File: src/hw/rtl/brf_pkg.sv
// Shared types and codes for the byte ring FIFO.
`timescale 1ns / 1ps
`default_nettype none
package brf_pkg;

  localparam int unsigned CFG_W = 9;
  localparam logic [CFG_W-1:0] CAP_RESET = 9'd256;

  localparam logic FUNC_WRITE = 1'b0;
  localparam logic FUNC_READ  = 1'b1;

  typedef enum logic [1:0] {
    ST_OK       = 2'd0,
    ST_EMPTY    = 2'd1,
    ST_OVERFLOW = 2'd2
  } status_t;

  // Result control handed from the pointer logic to the output stage
  typedef struct packed {
    logic    valid;
    logic    rd_ok;
    status_t status;
  } brf_res_t;

endpackage
`default_nettype wire

File: src/hw/rtl/brf_store.sv
// Byte store: one write port, one read port, registered read data.
`timescale 1ns / 1ps
`default_nettype none
module brf_store #(
  parameter int unsigned DEPTH = 256,
  parameter int unsigned PTR_W = 8
) (
  input  wire logic             clk,
  input  wire logic             we,
  input  wire logic [PTR_W-1:0] waddr,
  input  wire logic [7:0]       wdata,
  input  wire logic             re,
  input  wire logic [PTR_W-1:0] raddr,
  output logic      [7:0]       rdata
);

  logic [7:0] mem [DEPTH];
  logic [7:0] rdata_r;

  always_ff @(posedge clk) begin
    if (we) begin
      mem[waddr] <= wdata;
    end
    if (re) begin
      rdata_r <= mem[raddr];
    end
  end

  assign rdata = rdata_r;

endmodule
`default_nettype wire

File: src/hw/rtl/brf_ctrl.sv
// Pointer logic: fault check, full/empty decision, store access and result status.
`timescale 1ns / 1ps
`default_nettype none
module brf_ctrl import brf_pkg::*; #(
  parameter int unsigned DEPTH = 256,
  parameter int unsigned PTR_W = 8,
  parameter int unsigned CAP_W = 9
) (
  input  wire logic             clk,
  input  wire logic             rst_n,
  input  wire logic             accept,
  input  wire logic             func,
  input  wire logic [CFG_W-1:0] capacity,
  output logic                  mem_we,
  output logic [PTR_W-1:0]      mem_waddr,
  output logic                  mem_re,
  output logic [PTR_W-1:0]      mem_raddr,
  output brf_res_t              res
);

  localparam logic [CAP_W-1:0] DEPTH_C = CAP_W'(DEPTH);
  localparam logic [CAP_W-1:0] ONE_C   = CAP_W'(1);

  logic [PTR_W-1:0] wp_r, wp_nxt;
  logic [PTR_W-1:0] rp_r, rp_nxt;
  brf_res_t         res_r, res_nxt;

  logic [CAP_W-1:0] cap_raw, cap_eff;
  logic [CAP_W-1:0] wp_ext, rp_ext, wp_inc, rp_inc;
  logic [PTR_W-1:0] wp_cur, rp_cur, wp_adv, rp_adv;
  logic             fault, full, empty;

  always_comb begin
    cap_raw = CAP_W'(capacity);
    // clamp to 1..DEPTH
    priority if (cap_raw == '0) begin
      cap_eff = ONE_C;
    end else if (cap_raw > DEPTH_C) begin
      cap_eff = DEPTH_C;
    end else begin
      cap_eff = cap_raw;
    end
  end

  assign fault  = (CAP_W'(rp_r) >= cap_eff) || (CAP_W'(wp_r) >= cap_eff);
  assign wp_cur = fault ? '0 : wp_r;
  assign rp_cur = fault ? '0 : rp_r;

  assign wp_ext = CAP_W'(wp_cur);
  assign rp_ext = CAP_W'(rp_cur);
  assign wp_inc = wp_ext + ONE_C;
  assign rp_inc = rp_ext + ONE_C;
  // wrap at the capacity
  assign wp_adv = (wp_inc >= cap_eff) ? '0 : wp_inc[PTR_W-1:0];
  assign rp_adv = (rp_inc >= cap_eff) ? '0 : rp_inc[PTR_W-1:0];

  assign full  = (wp_adv == rp_cur);
  assign empty = fault || (rp_cur == wp_cur);

  always_comb begin
    wp_nxt        = wp_r;
    rp_nxt        = rp_r;
    res_nxt       = '0;
    res_nxt.valid = accept;
    mem_we        = 1'b0;
    mem_re        = 1'b0;
    mem_waddr     = wp_cur;
    mem_raddr     = rp_cur;
    if (accept) begin
      wp_nxt = wp_cur;
      rp_nxt = rp_cur;
      unique case (func)
        FUNC_WRITE: begin
          if (full) begin
            res_nxt.status = ST_OVERFLOW;
          end else begin
            mem_we = 1'b1;
            wp_nxt = wp_adv;
          end
        end
        FUNC_READ: begin
          if (empty) begin
            res_nxt.status = ST_EMPTY;
          end else begin
            mem_re        = 1'b1;
            res_nxt.rd_ok = 1'b1;
            rp_nxt        = rp_adv;
          end
        end
        default: begin
          res_nxt.status = ST_OK;
        end
      endcase
    end
  end

  always_ff @(posedge clk) begin
    if (!rst_n) begin
      wp_r  <= '0;
      rp_r  <= '0;
      res_r <= '0;
    end else begin
      wp_r  <= wp_nxt;
      rp_r  <= rp_nxt;
      res_r <= res_nxt;
    end
  end

  assign res = res_r;

endmodule
`default_nettype wire

File: src/hw/rtl/byte_ring_fifo.sv
// Byte ring FIFO: capacity register, pointer logic and byte store.
// Each item's result strobes out_valid in the cycle after the transfer: out_valid comes
// from the result register of the pointer logic, read data from the store's read port.
// Throughput: one item per cycle while busy is low; the receiver cannot stall, so results never wait.
// Reset (rst_n low, synchronous): pointers to zero, capacity to 256, busy held
// high for one cycle after reset; store contents are not cleared.
`timescale 1ns / 1ps
`default_nettype none
module byte_ring_fifo import brf_pkg::*; #(
  parameter int unsigned DEPTH = 256
) (
  input  wire logic             clk,
  input  wire logic             rst_n,
  input  wire logic             start,
  output logic                  busy,
  input  wire logic             in_func,
  input  wire logic [7:0]       in_write_data,
  input  wire logic             cfg_we,
  input  wire logic [CFG_W-1:0] cfg_data,
  output logic                  out_valid,
  output logic [7:0]            out_read_data,
  output logic [1:0]            out_status
);

  localparam int unsigned PTR_W = (DEPTH > 1) ? $clog2(DEPTH) : 1;
  localparam int unsigned CAP_N = $clog2(DEPTH + 1);
  localparam int unsigned CAP_W = (CAP_N > CFG_W) ? CAP_N : CFG_W;

  logic [CFG_W-1:0] capacity_r;
  logic             busy_r;
  logic             accept;
  logic             mem_we, mem_re;
  logic [PTR_W-1:0] mem_waddr, mem_raddr;
  logic [7:0]       mem_rdata;
  brf_res_t         res;

  always_ff @(posedge clk) begin
    if (!rst_n) begin
      capacity_r <= CAP_RESET;
      busy_r     <= 1'b1;
    end else begin
      busy_r <= 1'b0;
      if (cfg_we) begin
        capacity_r <= cfg_data;
      end
    end
  end

  assign busy   = busy_r;
  assign accept = start && !busy_r;

  brf_ctrl #(
    .DEPTH (DEPTH),
    .PTR_W (PTR_W),
    .CAP_W (CAP_W)
  ) u_ctrl (
    .clk       (clk),
    .rst_n     (rst_n),
    .accept    (accept),
    .func      (in_func),
    .capacity  (capacity_r),
    .mem_we    (mem_we),
    .mem_waddr (mem_waddr),
    .mem_re    (mem_re),
    .mem_raddr (mem_raddr),
    .res       (res)
  );

  brf_store #(
    .DEPTH (DEPTH),
    .PTR_W (PTR_W)
  ) u_store (
    .clk   (clk),
    .we    (mem_we),
    .waddr (mem_waddr),
    .wdata (in_write_data),
    .re    (mem_re),
    .raddr (mem_raddr),
    .rdata (mem_rdata)
  );

  assign out_valid     = res.valid;
  assign out_status    = res.status;
  assign out_read_data = res.rd_ok ? mem_rdata : 8'd0;

  a_result_follows_transfer: assert property (@(posedge clk) disable iff (!rst_n)
    out_valid |-> $past(start && !busy))
    else $error("result without a preceding transfer");

  a_transfer_gives_result: assert property (@(posedge clk) disable iff (!rst_n)
    (start && !busy) |=> out_valid)
    else $error("transfer gave no result");

  a_overflow_on_write: assert property (@(posedge clk) disable iff (!rst_n)
    (out_valid && out_status == ST_OVERFLOW) |-> $past(in_func == FUNC_WRITE))
    else $error("overflow reported for a read");

  a_data_only_when_ok: assert property (@(posedge clk) disable iff (!rst_n)
    (out_valid && out_status != ST_OK) |-> (out_read_data == 8'd0))
    else $error("read data on a failed item");

endmodule
`default_nettype wire

File: config.mk
export PLATFORM = sky130hd
export DESIGN_NAME = byte_ring_fifo
export DESIGN_NICKNAME = d
export VERILOG_FILES = /design/src/hw/rtl/brf_pkg.sv /design/src/hw/rtl/brf_store.sv /design/src/hw/rtl/brf_ctrl.sv /design/src/hw/rtl/byte_ring_fifo.sv
export SDC_FILE = /design/constraint.sdc
export NUM_CORES = 2
export LEC_CHECK = 0
export ABC_AREA = 1
export BUFFER_PORTS_ARGS = -buffer_cell sky130_fd_sc_hd__buf_2
export CAP_MARGIN = 20
export CORE_MARGIN = 2
export CORE_UTILIZATION = 50
export DETAILED_ROUTE_END_ITERATION = 8
export PLACE_DENSITY = 0.72
export SLEW_MARGIN = 30
export SYNTH_ARGS = -nofsm -noshare
export SYNTH_HDL_FRONTEND = slang
export SYNTH_SLANG_ARGS = --single-unit
export TNS_END_PERCENT = 30
File: constraint.sdc
create_clock -name clk -period 10.75 [get_ports clk]
set_input_delay 2.15 -clock clk [delete_from_list [all_inputs] [get_ports clk]]
set_output_delay 2.15 -clock clk [all_outputs]
set_load 0.005 [all_outputs]
# Yosys cells after proc, flatten, opt, wreduce, memory -nomap -nowiden
# Memory sizes are Yosys's and may differ from the RTL's. A register that Yosys moved wholly into a read port is not among the register bits.
# Cells that the tools add are included.
# word_totals
output_inout_bits	12
register_bits	30
mem_bits_rw	2048
mem_count	1
# memory_table
memory	depth	width	rd	rd_clocked_by_memory_dff	wr	line	text
u_store.mem	256	8	1	1	1	brf_store.sv:17	logic [7:0] mem [DEPTH];
# op_classes
n_reduce_logical	6
n_bitwise	1
n_lt_le_gt_ge	5
eq_ne	2
add_sub_neg	2
mux	23
# ops
operator	count
8-bit 2-to-1 mux	9
8-bit by 1-bit adder with 9-bit output, second input constant	2
8-bit by 9-bit greater-or-equal comparator with 1-bit output	2
9-bit greater-or-equal comparator	2
9-bit 2-to-1 mux	2
8-bit == test	2
1-bit 2-to-1 mux	10
9-bit greater-than comparator, second input constant	1
9-bit logical NOT	1
2-bit case mux with 2 select lines	1
1-bit logical OR	2
2-bit 2-to-1 mux	1
2-bit AND reduction	1
1-bit logical AND	1
1-bit logical NOT	1
1-bit inverter	1

# Logic depth before layout (Yosys ltp)
# logic_depth
word_depth	15
mapped_depth	42

# Modules after synthesis
# From an unflattened synthesis, not the netlist that was laid out.
# hier_totals
hier_cells	7520
area_unflattened_um2	86633.1
# by_module_without_submodules
module	area_per_inst_um2	seq_area_each_um2	n_inst	cells_each
brf_store	83476.3	61739.2	1	7003
brf_ctrl	2677.6	400.4	1	440
byte_ring_fifo	479.2	200.2	1	77

# Least setup slack after synthesis
# No wires, ideal clock.
# synth_timing
path_kind	reg2reg
start	register capacity_r[4]
end	memory u_store.mem[13][0], enable pin
required_time_ps	10367
arrival_time_ps	5837
slack_ps	4530
stages_incl_launch_ff	35
synth_period_minus_slack_ps	6220
setup_ps	383
cell_sequence	dfxtp_1 -> nor4_1 -> nand4_1 -> inv_1 -> nor2_1 -> inv_1 -> nand2_1 -> ha_1 -> nand2_1 -> nor3_1 -> o21ai_1 -> buf_4 -> nand2_4 -> nor2_2 -> ha_1 -> inv_1 -> nor2_1 -> nand3_1 -> and2_1 -> ha_1 -> nand2_1 -> nor3_1 -> nand3b_1 -> o2111ai_1 -> nor2_1 -> clkbuf_1 -> nand4_1 -> nand2_1 -> nor2_1 -> nand3_4 -> nand2_4 -> nor2_8 -> buf_6 -> nand2_2 -> nor3_1
# synth_between
elab_chain_len	15
# synth_lines
element	line	text
start, declared	byte_ring_fifo.sv:29	logic [CFG_W-1:0] capacity_r;
start signal, assigned	byte_ring_fifo.sv:44	capacity_r <= cfg_data;
9-bit greater-than comparator	brf_ctrl.sv:38	end else if (cap_raw > DEPTH_C) begin
9-bit 2-to-1 mux	brf_ctrl.sv:38	
9-bit 2-to-1 mux (*)	brf_ctrl.sv:36	priority if (cap_raw == '0) begin
8-bit by 9-bit greater-or-equal comparator with 1-bit output	brf_ctrl.sv:45	assign fault = (CAP_W'(rp_r) >= cap_eff) || (CAP_W'(wp_r) >= cap_eff);
1-bit logical OR	brf_ctrl.sv:45	
8-bit 2-to-1 mux	brf_ctrl.sv:46	assign wp_cur = fault ? '0 : wp_r;
8-bit by 1-bit adder with 9-bit output	brf_ctrl.sv:51	assign wp_inc = wp_ext + ONE_C;
9-bit greater-or-equal comparator	brf_ctrl.sv:54	assign wp_adv = (wp_inc >= cap_eff) ? '0 : wp_inc[PTR_W-1:0];
8-bit 2-to-1 mux	brf_ctrl.sv:54	
8-bit == test	brf_ctrl.sv:57	assign full = (wp_adv == rp_cur);
1-bit 2-to-1 mux	brf_ctrl.sv:74	if (full) begin
1-bit 2-to-1 mux	brf_ctrl.sv:72	unique case (func)
1-bit 2-to-1 mux	brf_ctrl.sv:69	if (accept) begin
1-bit 2-to-1 mux	brf_store.sv:21	if (we) begin
1-bit 2-to-1 mux (implied by the code)	brf_store.sv:22	mem[waddr] <= wdata;
end, declared	brf_store.sv:17	
# Every way passes the cells marked *; elsewhere a longest branch is shown, timed or not.

# Final worst setup path
# layout_timing
start	register capacity_r[4]
end	memory u_store.mem[181][3], enable pin
# Same word-level chain as after synthesis.

==> impl_metrics.yaml <==
power_and_ir_drop:
  comb_power_share_pct: 9.5
  p_leak_nw: 29.95
  finalPower_w: 0.01769
  seqPwrFrac_pct: 50.6
  switching_share_pct: 24.06
  powerDensity_nw_per_um2: 185.0
  intPower_w: 0.01343
  vdd_ir_drop_max_mv: 0.1739
  clock_power_share_pct: 39.8
  switchingPower_w: 0.004257
grt:
  grt_pass1_wl_um: 345300
  grt_start_max_net_pins: 262
  overflow: 0
  grt_usage_pct: 25.99
  first_global_vias: 53990
  grt_antenna_before_repair: 0
critical_path:
  critPathTopFamily: "simple AND/OR/NAND/NOR gates"
  ff2ff_setup_slack_ns: 1.91
  reg2regPathDepth: 34
  worst_ep_required_time_ns: 11.21
  rr_endpoint: "u_store.mem[181][3]"
  r2r_start: "capacity_r[4]"
  cp.depth: 34
  cp-endpoint: "u_store.mem[181][3]"
  cp_max_fo: 15
  cpMostUsedCell: "nand2_1"
  cp_num_buf_inv: 2
  arrival_ns: 9.30
  start_kind: "register"
  crit_type: "register to register"
  slowest_stage: "nand4_2"
  cpPeakStageDelay_ns: 0.71
  crit_path_end_kind: "register"
  startpoint: "capacity_r[4]"
route:
  wl_per_cell_um: 26.30
  routed_via_density: 6.229
  totalWireLength_um: 236100
  via_count: 55930
  ant_nets: 0
  drc_errors: 0
  drtIter0Drc: 8292
  first_pass_iters: 8
sta:
  relSlewSlack_pct: 29.28
  final_max_slew_viol_count: 0
  fmax_mhz: 113.1
  clock_skew_ns: 0.03272
  hold_viol: 0
  setup_viol: 0
  fin_crit_ns: 8.840
  timing.setup.tns_ns: 0
  finalCritPeriodShare_pct: 82.24
  worst_slew_pin_slew_ns: 1.061
  grt_setup_unrepaired: "false"
placement:
  port_buffers: 33
  post-dp-hpwl_um: 132100
  place_congestion: 0.9403
  dp.cells: 8610
yosys:
  synthCells: 6664
  ys_seq_area_share_pct: 71.73
  ys_ff_latch: 2086
  ys_types: 39
  synth_area_per_cell_um2: 13.04
  yosysWarnings: 0
  syn-num-nets: 6725
  syn-cell-area_um2: 86910
floorplanning:
  die_area_um2: 177200
  fp.dieW_um: 420.9
  initial_core_util_pct: 50.17
  num_rows: 153
  die_height_um: 420.9
  io_pins: 34
  coreArea_um2: 173200
worst_hold_path:
  hp-class: "register to register"
clocking:
  cts-root-buf: "clkbuf_16"
  cts_sinks: 2086
  clk_latency_ns: 0.84
  cts_resized: 0
  numCtsBuffers: 199
  cts_tree: "done"
  post_cts_buffers: 0
  htreeDepth: 4
  clk_pin_slew_ns: 0.07
  cts_buffer_depth: 3
  cts_hold_buffers: 0
run:
  maxCapViolations: 0
final_layout:
  multi_input_area_um2: 21660
  regArea_um2: 62340
  fin_nets: 6549
  final_layout_size_suffix_gt1_share_pct: 14.78
  syn_to_final_growth_pct: 9.985
  layout.cells.non_filler: 8978
  fillCellCount: 13580
status:
  outcome: "finished clean"
power groups by stage:
stage	clock network, W	registers (W)	logic, W
global placement	0	0.00913	0.00160
global route	0.00742	0.00895	0.00180
CTS	0.00710	0.00896	0.00163
detailed placement	0	0.00913	0.00162
finish	0.00705	0.00896	0.00168
floorplan	0	0.00913	0.000983
Yosys cell counts:
master     instances  area share (%)
edfxtp_1        2056              71
nand3_1         1077             6.2
o21ai_0          543             3.1
o211ai_1         526             4.5
or2_2            450             3.2
nand2_1          443             1.9
clkbuf_1         347             1.5
inv_1            267             1.2
nor2_1           248             1.1
o21bai_1         242             2.1
buf_2             76            0.44
o22ai_1           61            0.44
buf_1             59            0.25
nor3_2            40            0.46
ha_1              39            0.56
a21oi_1           37            0.21
nor3_1            34            0.20
dfxtp_1           30            0.69
buf_4             11           0.095
nand4_1           10           0.072
inv_2              9           0.039
nand3_4            9            0.18
nor2_2             7           0.050
xor2_1             7           0.071
buf_6              6           0.078
clkinv_1           4           0.017
nand4_2            4           0.058
nand2_2            3           0.022
nand3_2            3           0.035
o2111ai_1          3           0.030
o21ai_1            3           0.017
and2_1             2           0.014
nand2_4            2           0.026
a21o_1             1          0.0086
nand3b_1           1          0.0086
nor2_4             1           0.013
nor2_8             1           0.023
nor4_1             1          0.0072
o221ai_1           1           0.010
worst min path at each step:
stage,end,cells after the start,slack (ns),startpoint
2_1_floorplan,capacity_r[1],2,0.45,capacity_r[1]
3_3_place_gp,capacity_r[0],2,0.48,capacity_r[0]
3_5_place_dp,capacity_r[1],2,0.48,capacity_r[1]
4_1_cts,capacity_r[1],2,0.48,capacity_r[1]
5_1_grt,capacity_r[1],2,0.50,capacity_r[1]
6_report,capacity_r[0],2,0.48,capacity_r[0]
worst min-delay path: cells and delay by family (launching register included):
family                 cells  cell delay [ns]
AO/OA/AOI/OAI              1             0.06
buffers and inverters      1             0.06
flip-flops                 1             0.31
state kept, by name, indices dropped and copies added (netlist names):
| register | count |
|---|---|
| u_store.mem | 2048 |
| u_ctrl.rp_r | 8 |
| u_ctrl.res | 4 |
| u_store.rdata | 8 |
| capacity_r | 9 |
| u_ctrl.wp_r | 8 |
| busy | 1 |
cells in the final DEF, fill, tap and decap left out, types with 5 or more instances in the layout:
cell / synthesis / routed
a21oi_1: 37 / 37
buf_12: 0 / 9
buf_2: 76 / 25
buf_4: 11 / 75
buf_8: 0 / 8
bufinv_16: 0 / 24
clkbuf_1: 347 / 34
clkbuf_16: 0 / 204
clkinv_1: 4 / 39
clkinv_2: 0 / 41
clkinv_8: 0 / 5
clkinvlp_4: 0 / 18
dfxtp_1: 30 / 30
edfxtp_1: 2056 / 2056
ha_1: 39 / 39
inv_1: 267 / 263
inv_2: 9 / 9
nand2_1: 443 / 440
nand3_1: 1077 / 1073
nand3_4: 9 / 13
nand4_1: 10 / 10
nor2_1: 248 / 247
nor2_2: 7 / 7
nor3_1: 34 / 11
nor3_2: 40 / 63
o211ai_1: 526 / 526
o21ai_0: 543 / 543
o21bai_1: 242 / 242
o22ai_1: 61 / 61
or2_2: 450 / 450
xor2_1: 7 / 7
stage by stage:
stage               worst slack (ns)  instance area [um2]  util, %  hold WS, ns
floorplan                      4.530                86910        -       0.4479
global placement               1.811                88840    51.28       0.4777
detailed placement             1.787                88860    51.29       0.4761
CTS                            1.768                95410    55.07       0.4846
global route                   1.304                95590    55.18       0.4989
finish                         1.910                95590    55.18       0.4816
area by class of cell:
class,instances,area share (%)
sequential,2086,65.21
multi-input combinational,3799,22.66
antenna,1,0.002618
clock buffer,238,5.474
timing repair buffer,122,1.110
tap,2325,3.043
inverter,280,1.126
clock inverter,127,1.369
layer usage:
layer	vias to the layer above	track usage [%]	wire length [um]
met1	27530	35.58	92010
li1	24510	-	-
met5	-	0	0
met3	540	5.628	25900
met4	0	10.53	9806
met2	3349	40.61	108400
cells by family after synthesis:
group                    share of synthesized area, %
AO/OA/AOI/OAI                                   10.48
flip-flops                                      71.73
buffers and inverters                           3.573
XOR/XNOR                                      0.07054
adder cells (fa/ha/maj)                        0.5614
AND/OR/NAND/NOR                                 13.59
Note: power is estimated with default switching activity, not from simulation.
